===== src/pca_pkg.sv =====
`timescale 1ns / 1ps
package pca_pkg;

    localparam int MAX_VERTICES = 256;
    localparam int CNT_W        = $clog2(MAX_VERTICES + 1);
    localparam int COORD_W      = 16;
    localparam int CROSS_W      = 41;
    localparam int WSUM_W       = 58;
    localparam int PSUM_W       = 25;
    localparam int AREA_W       = 39;
    localparam int EPS_W        = 8;
    localparam int DEN_W        = CROSS_W + 2;
    localparam int QBITS        = 18;
    localparam int QUEUE_DEPTH  = 4;
    localparam int QPTR_W       = $clog2(QUEUE_DEPTH);

    localparam logic [2:0] REG_EPSILON = 3'd0;

    typedef struct packed {
        logic signed [COORD_W-1:0] x;
        logic signed [COORD_W-1:0] y;
        logic                      last;
        logic                      first;
        logic                      keep;
    } pca_item_t;

    typedef enum logic [3:0] {
        S_IDLE,
        S_M0,
        S_M1,
        S_M2,
        S_M3,
        S_FIN,
        S_DXS,
        S_DXW,
        S_DYS,
        S_DYW,
        S_OUT
    } pca_state_t;

    typedef struct packed {
        logic pop;
        logic div_start;
        logic out_load;
    } pca_ctrl_t;

endpackage


===== src/pca_front.sv =====
`timescale 1ns / 1ps
module pca_front
    import pca_pkg::*;
(
    input  logic                      aclk,
    input  logic                      aresetn,
    input  logic                      s_tvalid,
    output logic                      s_tready,
    input  logic signed [COORD_W-1:0] in_x,
    input  logic signed [COORD_W-1:0] in_y,
    input  logic                      in_last,
    output logic                      q_valid,
    output pca_item_t                 q_item,
    input  logic                      q_pop
);

    pca_item_t           entry_reg [QUEUE_DEPTH];
    logic [QPTR_W-1:0]   wr_ptr_reg, rd_ptr_reg;
    logic [QPTR_W:0]     fill_reg;
    logic [CNT_W-1:0]    count_reg;
    logic                push;
    pca_item_t           new_item;

    assign s_tready = (fill_reg != QPTR_W'(0) + (QPTR_W+1)'(QUEUE_DEPTH));
    assign push     = s_tvalid && s_tready;
    assign q_valid  = (fill_reg != '0);
    assign q_item   = entry_reg[rd_ptr_reg];

    // classify against the running count of the current polygon
    always_comb begin
        new_item.x     = in_x;
        new_item.y     = in_y;
        new_item.last  = in_last;
        new_item.first = (count_reg == '0);
        new_item.keep  = (count_reg < CNT_W'(MAX_VERTICES));
    end

    always_ff @(posedge aclk) begin
        if (push) begin
            entry_reg[wr_ptr_reg] <= new_item;
        end
    end

    always_ff @(posedge aclk) begin
        if (!aresetn) begin
            wr_ptr_reg <= '0;
            rd_ptr_reg <= '0;
            fill_reg   <= '0;
            count_reg  <= '0;
        end else begin
            if (push) begin
                wr_ptr_reg <= wr_ptr_reg + QPTR_W'(1);
                if (in_last) begin
                    count_reg <= '0;
                end else if (new_item.keep) begin
                    count_reg <= count_reg + CNT_W'(1);
                end
            end
            if (q_pop) begin
                rd_ptr_reg <= rd_ptr_reg + QPTR_W'(1);
            end
            if (push && !q_pop) begin
                fill_reg <= fill_reg + (QPTR_W+1)'(1);
            end else if (!push && q_pop) begin
                fill_reg <= fill_reg - (QPTR_W+1)'(1);
            end
        end
    end

endmodule


===== src/pca_div.sv =====
`timescale 1ns / 1ps
module pca_div
    import pca_pkg::*;
(
    input  logic                      aclk,
    input  logic                      aresetn,
    input  logic                      start,
    input  logic signed [WSUM_W-1:0]  num,
    input  logic signed [DEN_W-1:0]   den,
    output logic                      done,
    output logic signed [COORD_W-1:0] quot
);

    localparam int REM_W = WSUM_W + QBITS - 1 + 1;

    logic                busy_reg, done_reg, neg_reg;
    logic [4:0]          step_reg;
    logic [REM_W-1:0]    rem_reg, dsh_reg;
    logic [QBITS-1:0]    q_reg;
    logic [WSUM_W-1:0]   num_mag;
    logic [DEN_W-1:0]    den_mag;
    logic                fits;

    assign num_mag = num[WSUM_W-1] ? WSUM_W'(-num) : WSUM_W'(num);
    assign den_mag = den[DEN_W-1] ? DEN_W'(-den) : DEN_W'(den);
    assign fits    = (rem_reg >= dsh_reg);
    assign done    = done_reg;

    // truncated quotient, then clamp to the 16-bit signed range
    always_comb begin
        if (neg_reg) begin
            if (q_reg > QBITS'(32768)) begin
                quot = 16'sh8000;
            end else begin
                quot = COORD_W'(-q_reg);
            end
        end else begin
            if (q_reg > QBITS'(32767)) begin
                quot = 16'sh7FFF;
            end else begin
                quot = COORD_W'(q_reg);
            end
        end
    end

    always_ff @(posedge aclk) begin
        if (start) begin
            rem_reg <= REM_W'(num_mag);
            dsh_reg <= {den_mag, (QBITS-1)'(0)} << 0;
            q_reg   <= '0;
            neg_reg <= num[WSUM_W-1] ^ den[DEN_W-1];
        end else if (busy_reg) begin
            if (fits) begin
                rem_reg <= rem_reg - dsh_reg;
            end
            q_reg   <= {q_reg[QBITS-2:0], fits};
            dsh_reg <= dsh_reg >> 1;
        end
    end

    always_ff @(posedge aclk) begin
        if (!aresetn) begin
            busy_reg <= 1'b0;
            done_reg <= 1'b0;
            step_reg <= '0;
        end else begin
            done_reg <= 1'b0;
            if (start) begin
                busy_reg <= 1'b1;
                step_reg <= 5'(QBITS - 1);
            end else if (busy_reg) begin
                if (step_reg == '0) begin
                    busy_reg <= 1'b0;
                    done_reg <= 1'b1;
                end else begin
                    step_reg <= step_reg - 5'd1;
                end
            end
        end
    end

endmodule


===== src/pca_back.sv =====
`timescale 1ns / 1ps
module pca_back
    import pca_pkg::*;
(
    input  logic                      aclk,
    input  logic                      aresetn,
    input  logic [EPS_W-1:0]          epsilon,
    input  logic                      q_valid,
    input  pca_item_t                 q_item,
    output logic                      q_pop,
    output logic                      m_tvalid,
    input  logic                      m_tready,
    output logic signed [COORD_W-1:0] out_cx,
    output logic signed [COORD_W-1:0] out_cy,
    output logic [AREA_W-1:0]         out_area,
    output logic                      out_degen
);

    pca_state_t state_reg, state_next;
    pca_ctrl_t  ctrl;

    logic signed [COORD_W-1:0] first_x_reg, first_y_reg, prev_x_reg, prev_y_reg;
    logic signed [COORD_W-1:0] e_x0_reg, e_y0_reg, e_x1_reg, e_y1_reg;
    logic signed [CROSS_W-1:0] cross_reg;
    logic signed [WSUM_W-1:0]  wx_reg, wy_reg;
    logic signed [PSUM_W-1:0]  px_reg, py_reg;
    logic [CNT_W-1:0]          count_reg;
    logic                      last_reg, closing_reg, pend_reg;
    logic signed [31:0]        p0_reg;
    logic signed [32:0]        c_reg;
    logic signed [49:0]        prod_reg;
    logic [AREA_W-1:0]         area_reg;
    logic                      degen_reg;
    logic signed [COORD_W-1:0] cx_reg;

    logic signed [16:0]        mul_a;
    logic signed [32:0]        mul_b;
    logic signed [49:0]        mul_p;
    logic [CROSS_W-1:0]        abs_cross;
    logic signed [DEN_W-1:0]   den3;
    logic signed [WSUM_W-1:0]  div_num;
    logic signed [DEN_W-1:0]   div_den;
    logic                      div_done;
    logic signed [COORD_W-1:0] div_q;
    logic                      out_free;

    assign q_pop    = ctrl.pop;
    assign out_free = !m_tvalid || m_tready;
    assign abs_cross = cross_reg[CROSS_W-1] ? CROSS_W'(-cross_reg) : CROSS_W'(cross_reg);
    assign den3 = (DEN_W'(cross_reg) <<< 1) + DEN_W'(cross_reg);

    // one shared 17 x 33 multiplier, four products per edge
    always_comb begin
        case (state_reg)
            S_M0: begin
                mul_a = 17'(e_x0_reg);
                mul_b = 33'(e_y1_reg);
            end
            S_M1: begin
                mul_a = 17'(e_x1_reg);
                mul_b = 33'(e_y0_reg);
            end
            S_M2: begin
                mul_a = 17'(e_x0_reg) + 17'(e_x1_reg);
                mul_b = c_reg;
            end
            S_M3: begin
                mul_a = 17'(e_y0_reg) + 17'(e_y1_reg);
                mul_b = c_reg;
            end
            default: begin
                mul_a = '0;
                mul_b = '0;
            end
        endcase
    end
    assign mul_p = mul_a * mul_b;

    always_comb begin
        if (degen_reg) begin
            div_num = WSUM_W'(state_reg == S_DYS ? py_reg : px_reg);
            div_den = DEN_W'(count_reg);
        end else begin
            div_num = (state_reg == S_DYS) ? wy_reg : wx_reg;
            div_den = den3;
        end
    end

    pca_div u_div (
        .aclk    (aclk),
        .aresetn (aresetn),
        .start   (ctrl.div_start),
        .num     (div_num),
        .den     (div_den),
        .done    (div_done),
        .quot    (div_q)
    );

    always_comb begin
        state_next = state_reg;
        case (state_reg)
            S_IDLE: begin
                if (q_valid) begin
                    if (q_item.keep && !q_item.first) begin
                        state_next = S_M0;
                    end else if (q_item.last) begin
                        state_next = S_M0;
                    end
                end
            end
            S_M0: state_next = S_M1;
            S_M1: state_next = S_M2;
            S_M2: state_next = S_M3;
            S_M3: begin
                if (closing_reg) begin
                    state_next = S_FIN;
                end else if (last_reg) begin
                    state_next = S_M0;
                end else begin
                    state_next = S_IDLE;
                end
            end
            S_FIN: state_next = S_DXS;
            S_DXS: state_next = S_DXW;
            S_DXW: begin
                if (div_done) begin
                    state_next = S_DYS;
                end
            end
            S_DYS: state_next = S_DYW;
            S_DYW: begin
                if (div_done) begin
                    state_next = S_OUT;
                end
            end
            S_OUT: begin
                if (out_free) begin
                    state_next = S_IDLE;
                end
            end
            default: state_next = S_IDLE;
        endcase
    end

    always_comb begin
        ctrl.pop       = (state_reg == S_IDLE) && q_valid;
        ctrl.div_start = (state_reg == S_DXS) || (state_reg == S_DYS);
        ctrl.out_load  = (state_reg == S_OUT) && out_free;
    end

    always_ff @(posedge aclk) begin
        if (!aresetn) begin
            state_reg <= S_IDLE;
        end else begin
            state_reg <= state_next;
        end
    end

    // datapath
    always_ff @(posedge aclk) begin
        if (!aresetn) begin
            first_x_reg <= '0;
            first_y_reg <= '0;
            prev_x_reg  <= '0;
            prev_y_reg  <= '0;
            cross_reg   <= '0;
            wx_reg      <= '0;
            wy_reg      <= '0;
            px_reg      <= '0;
            py_reg      <= '0;
            count_reg   <= '0;
            last_reg    <= 1'b0;
            closing_reg <= 1'b0;
            pend_reg    <= 1'b0;
        end else begin
            if (pend_reg) begin
                wy_reg   <= wy_reg + WSUM_W'(prod_reg);
                pend_reg <= 1'b0;
            end
            if (ctrl.pop) begin
                last_reg <= q_item.last;
                if (q_item.keep && q_item.first) begin
                    first_x_reg <= q_item.x;
                    first_y_reg <= q_item.y;
                    prev_x_reg  <= q_item.x;
                    prev_y_reg  <= q_item.y;
                    px_reg      <= PSUM_W'(q_item.x);
                    py_reg      <= PSUM_W'(q_item.y);
                    count_reg   <= CNT_W'(1);
                    e_x0_reg    <= q_item.x;
                    e_y0_reg    <= q_item.y;
                    e_x1_reg    <= q_item.x;
                    e_y1_reg    <= q_item.y;
                    closing_reg <= 1'b1;
                end else if (q_item.keep) begin
                    prev_x_reg  <= q_item.x;
                    prev_y_reg  <= q_item.y;
                    px_reg      <= px_reg + PSUM_W'(q_item.x);
                    py_reg      <= py_reg + PSUM_W'(q_item.y);
                    count_reg   <= count_reg + CNT_W'(1);
                    e_x0_reg    <= prev_x_reg;
                    e_y0_reg    <= prev_y_reg;
                    e_x1_reg    <= q_item.x;
                    e_y1_reg    <= q_item.y;
                    closing_reg <= 1'b0;
                end else begin
                    // dropped vertex: a final one still closes the ring
                    e_x0_reg    <= prev_x_reg;
                    e_y0_reg    <= prev_y_reg;
                    e_x1_reg    <= first_x_reg;
                    e_y1_reg    <= first_y_reg;
                    closing_reg <= 1'b1;
                end
            end
            case (state_reg)
                S_M0: p0_reg <= 32'(mul_p);
                S_M1: c_reg  <= 33'(p0_reg) - 33'(mul_p);
                S_M2: prod_reg <= mul_p;
                S_M3: begin
                    prod_reg  <= mul_p;
                    wx_reg    <= wx_reg + WSUM_W'(prod_reg);
                    cross_reg <= cross_reg + CROSS_W'(c_reg);
                    pend_reg  <= 1'b1;
                    if (!closing_reg && last_reg) begin
                        e_x0_reg    <= e_x1_reg;
                        e_y0_reg    <= e_y1_reg;
                        e_x1_reg    <= first_x_reg;
                        e_y1_reg    <= first_y_reg;
                        closing_reg <= 1'b1;
                    end
                end
                S_FIN: begin
                    area_reg  <= abs_cross[CROSS_W-1:1] > (CROSS_W-1)'({AREA_W{1'b1}})
                               ? {AREA_W{1'b1}} : AREA_W'(abs_cross[CROSS_W-1:1]);
                    degen_reg <= (abs_cross <= CROSS_W'(epsilon));
                end
                S_DXW: begin
                    if (div_done) begin
                        cx_reg <= div_q;
                    end
                end
                S_OUT: begin
                    if (out_free) begin
                        cross_reg <= '0;
                        wx_reg    <= '0;
                        wy_reg    <= '0;
                        count_reg <= '0;
                    end
                end
                default: ;
            endcase
        end
    end

    // result register, frees the back end while the transaction waits
    always_ff @(posedge aclk) begin
        if (ctrl.out_load) begin
            out_cx    <= cx_reg;
            out_cy    <= div_q;
            out_area  <= area_reg;
            out_degen <= degen_reg;
        end
    end

    always_ff @(posedge aclk) begin
        if (!aresetn) begin
            m_tvalid <= 1'b0;
        end else if (ctrl.out_load) begin
            m_tvalid <= 1'b1;
        end else if (m_tready) begin
            m_tvalid <= 1'b0;
        end
    end

endmodule


===== src/polygon_centroid_area.sv =====
`timescale 1ns / 1ps
// channel   dir  tdata (low bit first)                 tuser / tlast
// s_        in   vertex_x[15:0], vertex_y[31:16]        tlast = last_vertex
// m_        out  centroid_x[15:0], centroid_y[31:16],   tuser = degenerate
//                area[70:32], zero pad [71]
// apb       in   0x0: degenerate_epsilon[7:0]
//
// A vertex holds the back end for a pop and 4 products through the
// shared multiplier (the first vertex of a polygon only for the pop).
// The last vertex adds the closing edge (4 more products), one area step and
// two 18-step divisions before the registered result (its own edge is skipped
// when it is the only kept vertex or is dropped).
// A 4-entry input queue keeps taking vertices, until it is full, while the back
// end works or the result transaction stalls. Reset is synchronous and clears all accumulators.
module polygon_centroid_area
    import pca_pkg::*;
(
    input  logic        aclk,
    input  logic        aresetn,
    input  logic        s_tvalid,
    output logic        s_tready,
    input  logic [31:0] s_tdata,   // vertex_x, vertex_y
    input  logic        s_tlast,   // last_vertex
    output logic        m_tvalid,
    input  logic        m_tready,
    output logic [71:0] m_tdata,   // centroid_x, centroid_y, area, pad
    output logic        m_tuser,   // degenerate
    input  logic        psel,
    input  logic        penable,
    input  logic        pwrite,
    input  logic [2:0]  paddr,
    input  logic [31:0] pwdata,
    output logic [31:0] prdata,
    output logic        pready
);

    logic [EPS_W-1:0]          eps_reg;
    logic                      q_valid, q_pop;
    pca_item_t                 q_item;
    logic signed [COORD_W-1:0] cx, cy;
    logic [AREA_W-1:0]         area;

    assign pready = 1'b1;
    assign prdata = (paddr[2] == REG_EPSILON[0]) ? 32'(eps_reg) : 32'd0;

    always_ff @(posedge aclk) begin
        if (!aresetn) begin
            eps_reg <= '0;
        end else if (psel && penable && pwrite && paddr[2] == REG_EPSILON[0]) begin
            eps_reg <= pwdata[EPS_W-1:0];
        end
    end

    pca_front u_front (
        .aclk     (aclk),
        .aresetn  (aresetn),
        .s_tvalid (s_tvalid),
        .s_tready (s_tready),
        .in_x     (s_tdata[15:0]),
        .in_y     (s_tdata[31:16]),
        .in_last  (s_tlast),
        .q_valid  (q_valid),
        .q_item   (q_item),
        .q_pop    (q_pop)
    );

    pca_back u_back (
        .aclk      (aclk),
        .aresetn   (aresetn),
        .epsilon   (eps_reg),
        .q_valid   (q_valid),
        .q_item    (q_item),
        .q_pop     (q_pop),
        .m_tvalid  (m_tvalid),
        .m_tready  (m_tready),
        .out_cx    (cx),
        .out_cy    (cy),
        .out_area  (area),
        .out_degen (m_tuser)
    );

    assign m_tdata = {1'b0, area, cy, cx};

endmodule

===== config.mk =====
export PLATFORM = sky130hd
export DESIGN_NAME = polygon_centroid_area
export DESIGN_NICKNAME = d
export VERILOG_FILES = /design/src/pca_pkg.sv /design/src/pca_front.sv /design/src/pca_div.sv /design/src/pca_back.sv /design/src/polygon_centroid_area.sv
export SDC_FILE = /design/constraint.sdc
export NUM_CORES = 2
export LEC_CHECK = 0
export BUFFER_PORTS_ARGS = -buffer_cell sky130_fd_sc_hd__buf_2
export CAP_MARGIN = 20
export CORE_ASPECT_RATIO = 1.2
export CORE_MARGIN = 2
export CORE_UTILIZATION = 55
export CTS_CLUSTER_SIZE = 25
export DETAILED_ROUTE_END_ITERATION = 8
export PLACE_DENSITY = 0.71
export SETUP_SLACK_MARGIN = 0.02
export SLEW_MARGIN = 15
export SYNTH_ARGS = -nofsm -noshare
export SYNTH_HDL_FRONTEND = slang
export SYNTH_SLANG_ARGS = --single-unit

===== constraint.sdc =====
create_clock -name aclk -period 18.1 [get_ports aclk]
set_clock_uncertainty 0.05 [all_clocks]
set_input_delay 0 -clock aclk [delete_from_list [all_inputs] [get_ports aclk]]
set_output_delay 0 -clock aclk [all_outputs]
set_load 0.03 [all_outputs]

==> impl_metrics.json <==
{
  "status": "finished, final reports clean",
  "r2r-start": "u_back.e_x1_reg[1]$_DFFE_PP_",
  "antenna_found_initial": 4,
  "io_pins": 183,
  "die_w_microns": 351.2,
  "largest_reg_flops": 140,
  "fin_crit_sh": 0.6923,
  "start_util": 0.5549,
  "path_delay_family": "compound AO/OA/AOI/OAI gates",
  "io_buffer_count": 130,
  "root_buffer": "clkbuf_16",
  "cts_tree": "done",
  "critical_path.startpoint_type": "flip-flop",
  "ys_types": 108,
  "critPathSlowestCell": "o41ai_1",
  "final_hold_viol_count": 0,
  "grt_pass1_wl_microns": 366600,
  "dr.pass1.iters": 8,
  "clk_pin_slew_ns": 0.06,
  "synth_area_leader_cell": "edfxtp_1",
  "viasPerCell": 6.091,
  "synthFlopType": "edfxtp_1",
  "finalSetupViolCount": 0,
  "synth-seq-area-share": 0.3013,
  "finalCriticalPeriod_ns": 12.53,
  "yosys-top-cells-area": "edfxtp_1 21%, fa_1 14%, dfxtp_1 9.4%",
  "cts_setup_buffers": 0,
  "clk_path_buf_depth": 3,
  "cp_common_cell": "fa_1",
  "clk_latency_ns": 0.78,
  "met1_length_microns": 92540,
  "rsz0062_at_grt": "no",
  "highest-signal-layer": "met5",
  "numCtsBuffers": 99,
  "drive_above_1_share": 0.06410,
  "worstHoldPathType": "input pin to flip-flop",
  "ys_seq_elements": 923,
  "timing.final.max_slew_violations": 0,
  "area_growth_syn_to_layout_pct": 8.476,
  "tightest_slew_ns": 1.072,
  "wl_met3_microns": 16680,
  "max-slew-margin-rel": 0.2829,
  "synth_edf_count": 549,
  "yosys_warnings": 0,
  "ctsResizeCount": 0,
  "critPathMaxStageDelay_ns": 0.56,
  "synth_top_area_frac": 0.2072,
  "route.met2.wl_microns": 113100,
  "avgSynthCellArea_sq_um": 9.035,
  "setup_tns_ns": 0,
  "core_region_area_sq_um": 143400,
  "wl_per_cell_microns": 21.93,
  "syn_area_sq_um": 79580,
  "die_area_sq_um": 147800,
  "cap_violations": 0,
  "route.vias.total": 65990,
  "cp.arrival_ns": 12.93,
  "rows": 152,
  "grt_start_max_net_pins": 108,
  "crit_path_end_kind": "flip-flop",
  "initialDrtViolationCount": 5488,
  "die_h_microns": 420.7,
  "crit_path_max_fanout": 33,
  "first_global_vias": 65580,
  "fmax_ghz": 0.07981,
  "clock-sinks": 923,
  "grt_usage": 0.3200,
  "overflow": 0,
  "h-tree-depth": 3,
  "syn_inst": 8808,
  "nFillCells": 12320,
  "totalWireLength_microns": 237600,
  "cp_num_buf_inv": 6,
  "crit_required_ns": 18.50,
  "drc": 0,
  "layout.nets": 9978,
  "criticalPathCategory": "flip-flop to flip-flop",
  "worstSetupStartpoint": "u_back.e_x1_reg[1]$_DFFE_PP_",
  "ant_nets": 0,
  "place.detailed.hpwl_microns": 178100,
  "synthArstFlopShare": 0,
  "place_congestion": 0.9748,
  "cts_hold_buf": 92,
  "antenna_cells": 0,
  "holdCritStartpoint": "s_tlast"
}
-- final cells by class --
cell class | instances | area, sq um | share of cell area
Clock inverter | 51 | 626.9 | 0.007262
Inverter | 780 | 2932 | 0.03396
Clock buffer | 137 | 2794 | 0.03237
Timing Repair Buffer | 315 | 2313 | 0.02680
Tap cell | 1925 | 2409 | 0.02790
Sequential cell | 923 | 23980 | 0.2778
Multi-Input combinational cell | 6702 | 51270 | 0.5939
-- cells in the final DEF (no fill, tap or decap), types with 59 or more instances in the layout --
| master | count |
|---|---|
| a21boi_0 | 97 |
| a21o_1 | 239 |
| a21oi_1 | 634 |
| a31oi_1 | 69 |
| and2_1 | 89 |
| and3_1 | 68 |
| buf_2 | 129 |
| buf_4 | 90 |
| clkbuf_16 | 102 |
| dfxtp_1 | 370 |
| dlygate4sd3_1 | 92 |
| edfxtp_1 | 549 |
| fa_1 | 547 |
| ha_1 | 534 |
| inv_1 | 772 |
| mux2i_1 | 126 |
| nand2_1 | 1011 |
| nand2b_1 | 93 |
| nand3_1 | 176 |
| nand4_1 | 84 |
| nor2_1 | 818 |
| nor2b_1 | 107 |
| nor3_1 | 112 |
| o21ai_0 | 410 |
| o21bai_1 | 59 |
| or3_1 | 64 |
| xnor2_1 | 318 |
| xor2_1 | 172 |
-- through the flow --
stage | instances | util | cell area (sq um) | hold WS, ns | worst slack, ns
after floorplan | 8832 | - | 79670 | 0.04887 | 7.361
after global placement | 10550 | 0.5714 | 81930 | 0.1610 | 5.791
after global routing | 10830 | 0.6020 | 86320 | 0.08243 | 4.791
after detailed placement | 10550 | 0.5714 | 81930 | 0.1688 | 5.698
final | 10830 | 0.6020 | 86320 | 0.08149 | 5.570
after CTS | 10830 | 0.6016 | 86270 | 0.04122 | 5.611
-- Yosys cell counts, types with 107 or more instances --
| master | instances |
|---|---|
| xnor2_1 | 318 |
| inv_1 | 776 |
| xor2_1 | 172 |
| a21oi_1 | 638 |
| a21o_1 | 239 |
| fa_1 | 548 |
| nor2_1 | 825 |
| edfxtp_1 | 549 |
| nand2_1 | 1016 |
| clkbuf_1 | 338 |
| nor3_1 | 115 |
| ha_1 | 534 |
| nand3_1 | 178 |
| dfxtp_1 | 374 |
| mux2i_1 | 126 |
| nor2b_1 | 107 |
| o21ai_0 | 410 |
-- per-layer routing --
| layer | GRT usage | vias up |
|---|---|---|
| li1 | - | 30640 |
| met4 | 0.1806 | 4 |
| met5 | 0 | - |
| met1 | 0.3881 | 32280 |
| met2 | 0.5412 | 2469 |
| met3 | 0.05106 | 593 |
-- worst paths after layout --
path / to / slack, ns / cells after the start
min: u_front.entry_reg[3][2]$_DFFE_PP_ / 0.08 / 2
max reg2reg: u_back.c_reg[32]$_DFFE_PP_ / 5.57 / 46
max: u_back.c_reg[32]$_DFFE_PP_ / 5.57 / 46
min reg2reg: u_back.out_cx[2]$_DFFE_PP_ / 0.33 / 0
-- cell families after synthesis --
logic type,after synthesis,share of synthesized area
simple gates,2805,0.1607
compound gates,2099,0.1689
buf+inv,1207,0.05879
fa+ha+maj,1089,0.2227
flops,923,0.3013
xor+xnor,491,0.05414
mux,192,0.03343
other cells,2,0.00009437
Power is left out: the tool's default activity adds up to more than one toggle a clock period on the data nets, which glitch-free logic cannot reach.
